--- src/design/jmpc_pkg.sv ---
// Shared types, constants and arithmetic helpers for the MCU-to-pixel converter.
`timescale 1ns / 1ps
`default_nettype none
package jmpc_pkg;

  localparam int unsigned StoreDepth   = 320;
  localparam int unsigned StoreWidth   = 8;
  localparam int unsigned StoreAddrW   = $clog2(StoreDepth);
  localparam int unsigned QueueDepthDefault = 4;

  localparam int unsigned McuW   = 24;
  localparam int unsigned WidthW = 16;
  localparam int unsigned PrW    = 13;

  localparam logic        RgbReset   = 1'b0;
  localparam logic        FourReset  = 1'b1;
  localparam logic [15:0] WidthReset = 16'd640;

  typedef enum logic [1:0] {
    CFG_RGB   = 2'd0,
    CFG_FOUR  = 2'd1,
    CFG_WIDTH = 2'd2,
    CFG_NONE  = 2'd3
  } cfg_idx_e;

  typedef struct packed {
    logic                  is_cr;
    logic [2:0]            blk;
    logic [5:0]            pos;
    logic [7:0]            sample;
    logic [McuW-1:0]       mcu;
  } cmd_t;

  // Store address of the luma sample for one pixel of a Cr sample's group.
  function automatic logic [StoreAddrW-1:0] lum_addr(input logic four, input logic [5:0] pos,
                                                     input logic [1:0] pix);
    logic [3:0] px;
    logic [3:0] py;
    logic [2:0] lb;
    px = {pos[2:0], pix[0]};
    py = four ? {pos[5:3], pix[1]} : {1'b0, pos[5:3]};
    lb = four ? {1'b0, py[3], px[3]} : {2'b00, px[3]};
    return StoreAddrW'({lb, py[2:0], px[2:0]});
  endfunction

  // (t / 32, truncating toward zero) + 128, clamped to 0..255.
  function automatic logic [7:0] scale_clamp(input logic signed [15:0] t);
    logic signed [15:0] q;
    logic signed [15:0] s;
    q = (t + (t[15] ? 16'sd31 : 16'sd0)) >>> 5;
    s = q + 16'sd128;
    if (s < 16'sd0) return 8'd0;
    else if (s > 16'sd255) return 8'd255;
    else return s[7:0];
  endfunction

endpackage
`default_nettype wire

--- src/design/jmpc_ram.sv ---
// Generic single-write, single-read RAM with registered read data.
`timescale 1ns / 1ps
`default_nettype none
module jmpc_ram #(
  parameter int unsigned Width = 8,
  parameter int unsigned Depth = 320
) (
  input  wire logic                     clk_i,
  input  wire logic                     we_i,
  input  wire logic [$clog2(Depth)-1:0] waddr_i,
  input  wire logic [Width-1:0]         wdata_i,
  input  wire logic                     re_i,
  input  wire logic [$clog2(Depth)-1:0] raddr_i,
  output logic      [Width-1:0]         rdata_o
);

  logic [Width-1:0] mem_q [Depth];

  always_ff @(posedge clk_i) begin
    if (we_i) begin
      mem_q[waddr_i] <= wdata_i;
    end
    if (re_i) begin
      rdata_o <= mem_q[raddr_i];
    end
  end

endmodule
`default_nettype wire

--- src/design/jmpc_front.sv ---
// Front end: accepts samples, drops unused blocks, queues store and Cr requests.
`timescale 1ns / 1ps
`default_nettype none
module jmpc_front import jmpc_pkg::*; #(
  parameter int unsigned QueueDepth = QueueDepthDefault
) (
  input  wire logic             clk_i,
  input  wire logic             rst_ni,
  input  wire logic             four_i,
  input  wire logic             in_valid_i,
  output logic                  in_stall_o,
  input  wire logic [McuW-1:0]  mcu_index_i,
  input  wire logic [2:0]       block_index_i,
  input  wire logic [5:0]       position_i,
  input  wire logic [7:0]       sample_i,
  output logic                  q_valid_o,
  output cmd_t                  q_cmd_o,
  input  wire logic             q_pop_i
);

  localparam int unsigned PtrW = (QueueDepth > 1) ? $clog2(QueueDepth) : 1;
  localparam int unsigned CntW = $clog2(QueueDepth + 1);

  cmd_t            buf_q [QueueDepth];
  logic [PtrW-1:0] wptr_q, rptr_q;
  logic [CntW-1:0] cnt_q;
  logic            accept, keep, push;
  logic [2:0]      luma_n;
  cmd_t            cmd;

  assign in_stall_o = (cnt_q == CntW'(QueueDepth));
  assign accept     = in_valid_i && !in_stall_o;
  assign luma_n     = four_i ? 3'd4 : 3'd2;

  always_comb begin
    cmd.is_cr  = (block_index_i == luma_n + 3'd1);
    cmd.blk    = block_index_i;
    cmd.pos    = position_i;
    cmd.sample = sample_i;
    cmd.mcu    = mcu_index_i;
    keep       = (block_index_i <= luma_n) || cmd.is_cr;
  end

  assign push      = accept && keep;
  assign q_valid_o = (cnt_q != '0);
  assign q_cmd_o   = buf_q[rptr_q];

  always_ff @(posedge clk_i) begin
    if (push) begin
      buf_q[wptr_q] <= cmd;
    end
  end

  always_ff @(posedge clk_i or negedge rst_ni) begin
    if (!rst_ni) begin
      wptr_q <= '0;
      rptr_q <= '0;
      cnt_q  <= '0;
    end else begin
      if (push) begin
        wptr_q <= (wptr_q == PtrW'(QueueDepth - 1)) ? '0 : wptr_q + 1'b1;
      end
      if (q_pop_i) begin
        rptr_q <= (rptr_q == PtrW'(QueueDepth - 1)) ? '0 : rptr_q + 1'b1;
      end
      if (push && !q_pop_i) begin
        cnt_q <= cnt_q + 1'b1;
      end else if (!push && q_pop_i) begin
        cnt_q <= cnt_q - 1'b1;
      end
    end
  end

  a_no_overfill: assert property (@(posedge clk_i) disable iff (!rst_ni)
    cnt_q <= CntW'(QueueDepth)) else $error("queue count beyond depth");
  a_pop_nonempty: assert property (@(posedge clk_i) disable iff (!rst_ni)
    q_pop_i |-> cnt_q != '0) else $error("pop from empty queue");

endmodule
`default_nettype wire

--- src/design/jmpc_back.sv ---
// Back end: executes store writes and expands Cr requests into pixels.
`timescale 1ns / 1ps
`default_nettype none
module jmpc_back import jmpc_pkg::*; (
  input  wire logic                   clk_i,
  input  wire logic                   rst_ni,
  input  wire logic                   rgb_i,
  input  wire logic                   four_i,
  input  wire logic [WidthW-1:0]      width_i,
  input  wire logic                   q_valid_i,
  input  wire cmd_t                   q_cmd_i,
  output logic                        q_pop_o,
  output logic                        ram_we_o,
  output logic [StoreAddrW-1:0]       ram_waddr_o,
  output logic [StoreWidth-1:0]       ram_wdata_o,
  output logic                        ram_re_o,
  output logic [StoreAddrW-1:0]       ram_raddr_o,
  input  wire logic [StoreWidth-1:0]  ram_rdata_i,
  output logic                        out_valid_o,
  input  wire logic                   out_stall_i,
  output logic [15:0]                 pixel_x_o,
  output logic [15:0]                 pixel_y_o,
  output logic [7:0]                  chan0_o,
  output logic [7:0]                  chan1_o,
  output logic [7:0]                  chan2_o,
  output logic                        last_o
);

  typedef enum logic [2:0] {
    ST_IDLE,
    ST_DIV,
    ST_RDCB,
    ST_CBLAT,
    ST_EMIT
  } state_e;

  state_e          state_q;
  logic [McuW-1:0] mcu_q, last_mcu_q, quo_q, quo_d, my_q;
  logic [PrW-1:0]  rem_q, rem_d, mx_q, last_pr_q, pr;
  logic [13:0]     trial;
  logic [4:0]      cnt_q;
  logic            hit_vld_q, hit;
  logic [5:0]      pos_q;
  logic [7:0]      cr_q, cb_q;
  logic [1:0]      pix_q;
  logic            fin, can_load;
  logic [16:0]     pr_sum;
  logic [3:0]      px_off, py_off;
  logic [15:0]     px, py;
  logic signed [15:0] ys, cbs, crs, r_t, g_t, b_t;
  logic [7:0]      c0, c1, c2;

  assign pr_sum = {1'b0, width_i} + 17'd15;
  assign pr     = (pr_sum[16:4] == '0) ? PrW'(1) : pr_sum[16:4];
  assign hit    = hit_vld_q && (last_mcu_q == q_cmd_i.mcu) && (last_pr_q == pr);

  assign trial = {rem_q, quo_q[McuW-1]};
  always_comb begin
    if (trial >= {1'b0, pr}) begin
      rem_d = PrW'(trial - {1'b0, pr});
      quo_d = {quo_q[McuW-2:0], 1'b1};
    end else begin
      rem_d = trial[PrW-1:0];
      quo_d = {quo_q[McuW-2:0], 1'b0};
    end
  end

  assign can_load = !out_valid_o || !out_stall_i;
  assign fin      = four_i ? (pix_q == 2'd3) : (pix_q == 2'd1);

  assign px_off = {pos_q[2:0], pix_q[0]};
  assign py_off = four_i ? {pos_q[5:3], pix_q[1]} : {1'b0, pos_q[5:3]};
  assign px     = {mx_q[11:0], 4'b0} + {12'b0, px_off};
  assign py     = (four_i ? {my_q[11:0], 4'b0} : {my_q[12:0], 3'b0}) + {12'b0, py_off};

  assign ys  = {{8{ram_rdata_i[7]}}, ram_rdata_i};
  assign cbs = {{8{cb_q[7]}}, cb_q};
  assign crs = {{8{cr_q[7]}}, cr_q};
  assign r_t = (ys <<< 5) + crs * 16'sd45;
  assign g_t = (ys <<< 5) - cbs * 16'sd11 - crs * 16'sd23;
  assign b_t = (ys <<< 5) + cbs * 16'sd57;

  always_comb begin
    if (rgb_i) begin
      c0 = scale_clamp(r_t);
      c1 = scale_clamp(g_t);
      c2 = scale_clamp(b_t);
    end else begin
      c0 = ram_rdata_i ^ 8'h80;
      c1 = cb_q ^ 8'h80;
      c2 = cr_q ^ 8'h80;
    end
  end

  always_comb begin
    q_pop_o     = (state_q == ST_IDLE) && q_valid_i;
    ram_we_o    = q_pop_o && !q_cmd_i.is_cr;
    ram_waddr_o = StoreAddrW'({q_cmd_i.blk, q_cmd_i.pos});
    ram_wdata_o = q_cmd_i.sample;
    ram_re_o    = 1'b0;
    ram_raddr_o = lum_addr(four_i, pos_q, pix_q + 2'd1);
    unique case (state_q)
      ST_RDCB: begin
        ram_re_o    = 1'b1;
        ram_raddr_o = StoreAddrW'({(four_i ? 3'd4 : 3'd2), pos_q});
      end
      ST_CBLAT: begin
        ram_re_o    = 1'b1;
        ram_raddr_o = lum_addr(four_i, pos_q, 2'd0);
      end
      ST_EMIT: begin
        ram_re_o = can_load && !fin;
      end
      default: ;
    endcase
  end

  always_ff @(posedge clk_i or negedge rst_ni) begin
    if (!rst_ni) begin
      state_q     <= ST_IDLE;
      hit_vld_q   <= 1'b0;
      out_valid_o <= 1'b0;
    end else begin
      if (out_valid_o && !out_stall_i) begin
        out_valid_o <= 1'b0;
      end
      unique case (state_q)
        ST_IDLE: begin
          if (q_valid_i && q_cmd_i.is_cr) begin
            mcu_q <= q_cmd_i.mcu;
            pos_q <= q_cmd_i.pos;
            cr_q  <= q_cmd_i.sample;
            rem_q <= '0;
            quo_q <= q_cmd_i.mcu;
            cnt_q <= '0;
            state_q <= hit ? ST_RDCB : ST_DIV;
          end
        end
        ST_DIV: begin
          rem_q <= rem_d;
          quo_q <= quo_d;
          cnt_q <= cnt_q + 1'b1;
          if (cnt_q == 5'(McuW - 1)) begin
            mx_q       <= rem_d;
            my_q       <= quo_d;
            last_mcu_q <= mcu_q;
            last_pr_q  <= pr;
            hit_vld_q  <= 1'b1;
            state_q    <= ST_RDCB;
          end
        end
        ST_RDCB: begin
          state_q <= ST_CBLAT;
        end
        ST_CBLAT: begin
          cb_q    <= ram_rdata_i;
          pix_q   <= 2'd0;
          state_q <= ST_EMIT;
        end
        ST_EMIT: begin
          if (can_load) begin
            out_valid_o <= 1'b1;
            pixel_x_o   <= px;
            pixel_y_o   <= py;
            chan0_o     <= c0;
            chan1_o     <= c1;
            chan2_o     <= c2;
            last_o      <= fin;
            pix_q       <= pix_q + 2'd1;
            if (fin) begin
              state_q <= ST_IDLE;
            end
          end
        end
        default: state_q <= ST_IDLE;
      endcase
    end
  end

  a_rise_from_emit: assert property (@(posedge clk_i) disable iff (!rst_ni)
    $rose(out_valid_o) |-> $past(state_q == ST_EMIT)) else $error("pixel outside emit");
  a_rd_wr_apart: assert property (@(posedge clk_i) disable iff (!rst_ni)
    !(ram_we_o && ram_re_o)) else $error("store read and write together");
  a_last_leaves: assert property (@(posedge clk_i) disable iff (!rst_ni)
    (state_q == ST_EMIT && can_load && fin) |=> state_q == ST_IDLE)
    else $error("group end did not release");

endmodule
`default_nettype wire

--- src/design/jpeg_mcu_to_pixel_converter.sv ---
// Top level of the MCU-to-pixel converter: configuration registers and the two halves.
`timescale 1ns / 1ps
`default_nettype none
// Luma and Cb samples are queued and written to the block store at one request per
// cycle while the back end is idle. A Cr sample is popped, two store reads follow,
// and its pixels (2 in 4:2:2, 4 in 4:2:0) are then emitted; when its MCU index or the
// MCUs-per-row count differs from the previous Cr sample, a bit-serial divider first
// splits the index into MCU column and row. The result register lets the next request
// be taken while a pixel waits on the output. The store is not cleared after reset.
module jpeg_mcu_to_pixel_converter import jmpc_pkg::*; #(
  parameter int unsigned QueueDepth = QueueDepthDefault
) (
  input  wire logic              clk_i,
  input  wire logic              rst_ni,
  input  wire logic              cfg_we_i,
  input  wire logic [1:0]        cfg_idx_i,
  input  wire logic [15:0]       cfg_wdata_i,
  input  wire logic              in_valid_i,
  output logic                   in_stall_o,
  input  wire logic [McuW-1:0]   mcu_index_i,
  input  wire logic [2:0]        block_index_i,
  input  wire logic [5:0]        position_i,
  input  wire logic signed [7:0] sample_i,
  output logic                   out_valid_o,
  input  wire logic              out_stall_i,
  output logic [15:0]            pixel_x_o,
  output logic [15:0]            pixel_y_o,
  output logic [7:0]             chan0_o,
  output logic [7:0]             chan1_o,
  output logic [7:0]             chan2_o,
  output logic                   last_o
);

  logic              rgb_q, four_q;
  logic [WidthW-1:0] width_q;
  logic              q_valid, q_pop;
  cmd_t              q_cmd;
  logic              we, re;
  logic [StoreAddrW-1:0] waddr, raddr;
  logic [StoreWidth-1:0] wdata, rdata;

  always_ff @(posedge clk_i or negedge rst_ni) begin
    if (!rst_ni) begin
      rgb_q   <= RgbReset;
      four_q  <= FourReset;
      width_q <= WidthReset;
    end else if (cfg_we_i) begin
      unique case (cfg_idx_e'(cfg_idx_i))
        CFG_RGB:   rgb_q   <= cfg_wdata_i[0];
        CFG_FOUR:  four_q  <= cfg_wdata_i[0];
        CFG_WIDTH: width_q <= cfg_wdata_i;
        default: ;
      endcase
    end
  end

  jmpc_front #(.QueueDepth(QueueDepth)) u_front (
    .clk_i, .rst_ni,
    .four_i        (four_q),
    .in_valid_i, .in_stall_o,
    .mcu_index_i, .block_index_i, .position_i,
    .sample_i      (sample_i),
    .q_valid_o     (q_valid),
    .q_cmd_o       (q_cmd),
    .q_pop_i       (q_pop)
  );

  jmpc_ram #(.Width(StoreWidth), .Depth(StoreDepth)) u_store (
    .clk_i,
    .we_i    (we),
    .waddr_i (waddr),
    .wdata_i (wdata),
    .re_i    (re),
    .raddr_i (raddr),
    .rdata_o (rdata)
  );

  jmpc_back u_back (
    .clk_i, .rst_ni,
    .rgb_i       (rgb_q),
    .four_i      (four_q),
    .width_i     (width_q),
    .q_valid_i   (q_valid),
    .q_cmd_i     (q_cmd),
    .q_pop_o     (q_pop),
    .ram_we_o    (we),
    .ram_waddr_o (waddr),
    .ram_wdata_o (wdata),
    .ram_re_o    (re),
    .ram_raddr_o (raddr),
    .ram_rdata_i (rdata),
    .out_valid_o, .out_stall_i,
    .pixel_x_o, .pixel_y_o, .chan0_o, .chan1_o, .chan2_o, .last_o
  );

endmodule
`default_nettype wire
--- config.mk ---
export PLATFORM = sky130hd
export DESIGN_NAME = jpeg_mcu_to_pixel_converter
export DESIGN_NICKNAME = d
export VERILOG_FILES = /design/src/design/jmpc_pkg.sv /design/src/design/jmpc_ram.sv /design/src/design/jmpc_front.sv /design/src/design/jmpc_back.sv /design/src/design/jpeg_mcu_to_pixel_converter.sv
export SDC_FILE = /design/constraint.sdc
export NUM_CORES = 2
export LEC_CHECK = 0
export BUFFER_PORTS_ARGS = -buffer_cell sky130_fd_sc_hd__buf_2
export CAP_MARGIN = 20
export CORE_AREA = 2 2 461 463
export CTS_CLUSTER_DIAMETER = 60
export CTS_CLUSTER_SIZE = 40
export DETAILED_ROUTE_END_ITERATION = 8
export DIE_AREA = 0 0 463 465
export HOLD_SLACK_MARGIN = 0.15
export PLACE_DENSITY = 0.79
export SLEW_MARGIN = 20
export SYNTH_ARGS = -nofsm -noshare
export SYNTH_HDL_FRONTEND = slang
export SYNTH_SLANG_ARGS = --single-unit
export TNS_END_PERCENT = 10
--- constraint.sdc ---
create_clock -name clk_i -period 10.1 [get_ports clk_i]
set_clock_uncertainty 0.15 [all_clocks]
set_input_delay 3.03 -clock clk_i [delete_from_list [all_inputs] [get_ports clk_i]]
set_output_delay 3.03 -clock clk_i [all_outputs]
set_load 0.01 [all_outputs]
==> results.toml <==
[global_route]
antenna_found_initial = 17
grt_max_degree = 228
track_usage = 0.3037
grt_pass1_vias = 78755
grt_pass1_wl_um = 493000
gr-total-overflow = 0

[timing]
fmax_ghz = 0.1205
fin_crit_sh = 0.8216
tightestPinTransition_ns = 1.303
finalMaxSlewViolations = 0
rsz0062_at_grt = "no"
fin_setup_tns_ns = 0
maxSlewHeadroom = 0.1281
hold_viol_final = 0
setup_viol = 0
min_period_ns = 8.298

[die]
core_area_mm2 = 0.2108
io-pin-count = 123
die_y_um = 465
start_util = 0.5962
rows = 169
die_x_um = 463
die_area_mm2 = 0.2153

[clock_tree]
cts_max_level = 4
post_cts_resized = 0
clk_pin_slew_ns = 0.10
tritoncts = "built"
insertion_delay_ns = 0.89
tritoncts.num_buffers = 157
cts_sinks = 2975
cts_hold_buf = 0
root_buffer = "clkbuf_16"
cts_buffer_depth = 3
cts_setup_buffers = 0

[run]
maxCapViolCount = 0

[critical_path]
cp-start-kind = "flip-flop"
endpoint = "u_back.chan2_o[3]"
cp.required_ns = 10.52
worstPathMaxFanout = 8
reg2reg_depth = 25
crit_start = "u_back.cb_q[1]"
crit_path_end_kind = "flip-flop"
critical_path_class = "flip-flop to flip-flop"
reg2reg_from = "u_back.cb_q[1]"
cp.arrival_ns = 8.72
r2r_slack_ns = 1.80
r2r_end = "u_back.chan2_o[3]"

[yosys]
ys_ff_latch = 2975
synth_area_leader_cell = "edfxtp_1"
ys.flop_type = "edfxtp_1"
yosys_warnings = 0
ys_async_sr_fraction = 0.01008
synth_enable_flop_cells = 2945
yosysUniqueCellTypes = 92
synth_commonest_cells = "edfxtp_1 (2,945), nand2_1 (2,627), nand3_1 (990), nor2_1 (450), a311oi_1 (386)"
synth_area_leaders = "edfxtp_1 (70%), nand2_1 (7.8%), nand3_1 (3.9%)"
netlist_area_mm2 = 0.1257
ys_seq_area_frac = 0.7096
avgSynthCellArea_um2 = 12.87
synth.top_cell.area_share = 0.7036
synthesis.instances = 9764
synthMostInstantiatedCell = "edfxtp_1"
syn-num-nets = 10053

[placed_design]
dp_hpwl_um = 195000
io_buffer_count = 122
place_inst = 12230
place.gp.congestion = 0.9108

[drt]
drt-initial-drc-count = 12966
remaining_drc_errors = 0
wire_per_inst_um = 26.62
wirelength_um = 333700
first_pass_iters = 7
drtAntennaViolNets = 0
viasPerCell = 6.551
vias = 82136

[pwr]
total_power_mw = 35.59
cellLeakagePower_nw = 45.97
vdd_drop_max_v = 0.0004065
power_per_cell_area_mw_per_mm2 = 263.8

[finish]
post_layout_nonfiller_instances = 12537
nNetsFinal = 9858
layout-drive-gt1-share = 0.07554
fin_util = 0.6400
syn_to_final_growth_pct = 7.355

[hold_path]
min_path_type = "flip-flop to flip-flop"

[run_status]
outcome = "completed"
-- logic make-up (layout without fill, tap and decap cells) --
family / after synthesis / in the layout / synth area share
muxes: 145 / 145 / 0.01664
DFF: 2975 / 2975 / 0.7096
buffers and inverters: 821 / 761 / 0.02597
adders and majority gates: 225 / 225 / 0.02634
xor gates and xnor gates: 142 / 142 / 0.009895
AOI/OAI and AO/OA: 930 / 930 / 0.05716
and+or+nand+nor: 4525 / 4525 / 0.1543
other: 1 / 13 / 0.00002984
-- placed cells by master, fill, tap and decap left out, types with 18 or more instances in the layout --
| cell | Yosys | routed |
|---|---|---|
| a211oi_1 | 55 | 55 |
| a21o_1 | 19 | 18 |
| a21oi_1 | 93 | 92 |
| a311oi_1 | 386 | 386 |
| a31oi_1 | 117 | 117 |
| and2_1 | 25 | 20 |
| and3_1 | 241 | 239 |
| buf_12 | 0 | 25 |
| buf_2 | 146 | 122 |
| buf_4 | 0 | 114 |
| clkbuf_16 | 0 | 159 |
| clkinv_8 | 0 | 25 |
| dfrtp_1 | 27 | 25 |
| edfxtp_1 | 2945 | 2945 |
| fa_1 | 66 | 66 |
| ha_1 | 159 | 159 |
| inv_1 | 203 | 203 |
| inv_12 | 0 | 23 |
| mux2_2 | 62 | 62 |
| mux2i_1 | 38 | 35 |
| mux4_2 | 45 | 37 |
| nand2_1 | 2627 | 2610 |
| nand3_1 | 990 | 990 |
| nand4_1 | 26 | 26 |
| nor2_1 | 450 | 446 |
| nor2b_1 | 21 | 19 |
| nor3_1 | 58 | 57 |
| nor4_1 | 18 | 18 |
| o21ai_0 | 61 | 61 |
| xnor2_1 | 69 | 69 |
| xor2_1 | 73 | 73 |
-- routing by layer --
layer  up-vias  part of all wire  global-route usage
met5         -           0.00054                   0
met4        26             0.052              0.1488
met3       949              0.13             0.07601
met2      5490              0.46              0.4680
met1     40314              0.36              0.4076
li1      35357                 -                   -
-- cell type report --
| cell class | count | area [µm²] |
|---|---|---|
| Sequential cell | 2975 | 89190 |
| Fill cell | 14656 | 75890 |
| Multi-Input combinational cell | 5968 | 33480 |
| Clock buffer | 163 | 3994 |
| Tap cell | 2821 | 3530 |
| Timing Repair Buffer | 264 | 2004 |
| Clock inverter | 131 | 1939 |
| Inverter | 203 | 762.0 |
| Antenna cell | 12 | 30.03 |
-- where the power goes --
group	switching, mW	internal [mW]
clock	4.51	3.40
sequential	0.165	16.0
combinational	8.27	3.28
-- critical path, cell delays in order, from the launching register on --
cell and delay [ns]:
edfxtp_1 0.61, ha_1 0.29, inv_1 0.08, fa_1 0.50, inv_1 0.05, fa_1 0.49
fa_1 0.45, fa_1 0.45, a211oi_1 0.37, o21ai_0 0.21, and2_1 0.21, a21oi_1 0.21
xnor2_1 0.26, inv_1 0.22, ha_1 0.34, and3_1 0.18, nand3_1 0.13, nor4b_1 0.32
mux2i_1 0.16, a21boi_1 0.33, nand3_1 0.24, xor2_1 0.28, ha_1 0.28, or4_1 0.53
o2bb2ai_1 0.47, a311oi_1 0.19
-- stage by stage --
stage,area [µm²],hold slack (ns),worst slack [ns]
5_1_grt,134900,0.2822,1.291
3_5_place_dp,129000,0.2545,1.986
2_1_floorplan,125700,0.2503,2.851
4_1_cts,134900,0.2764,1.929
6_report,134900,0.2785,1.802
3_3_place_gp,128900,0.2505,2.239
-- flip-flops by register name (all words and copies together), names as in the netlist, 16 cells and up --
register	count
u_back.pixel_x_o	16
u_back.quo_q	24
u_store.mem_q	2560
u_front.buf_q	168
width_q	16
u_back.mcu_q	24
u_back.pixel_y_o	16
u_back.last_mcu_q	24
-- how the worst min path moves through the flow --
stage	startpoint	end	slack, ns	depth (start not counted)
6_report	u_back.mcu_q[4]	u_back.last_mcu_q[4]	0.28	0
5_1_grt	u_back.mx_q[4]	u_back.pixel_x_o[8]	0.28	0
4_1_cts	u_back.mx_q[4]	u_back.pixel_x_o[8]	0.28	0
3_5_place_dp	u_back.mcu_q[14]	u_back.last_mcu_q[14]	0.25	0
3_3_place_gp	u_back.mcu_q[9]	u_back.last_mcu_q[9]	0.25	0
2_1_floorplan	u_back.mcu_q[0]	u_back.last_mcu_q[0]	0.25	0
(Power assumes the default switching activity.)
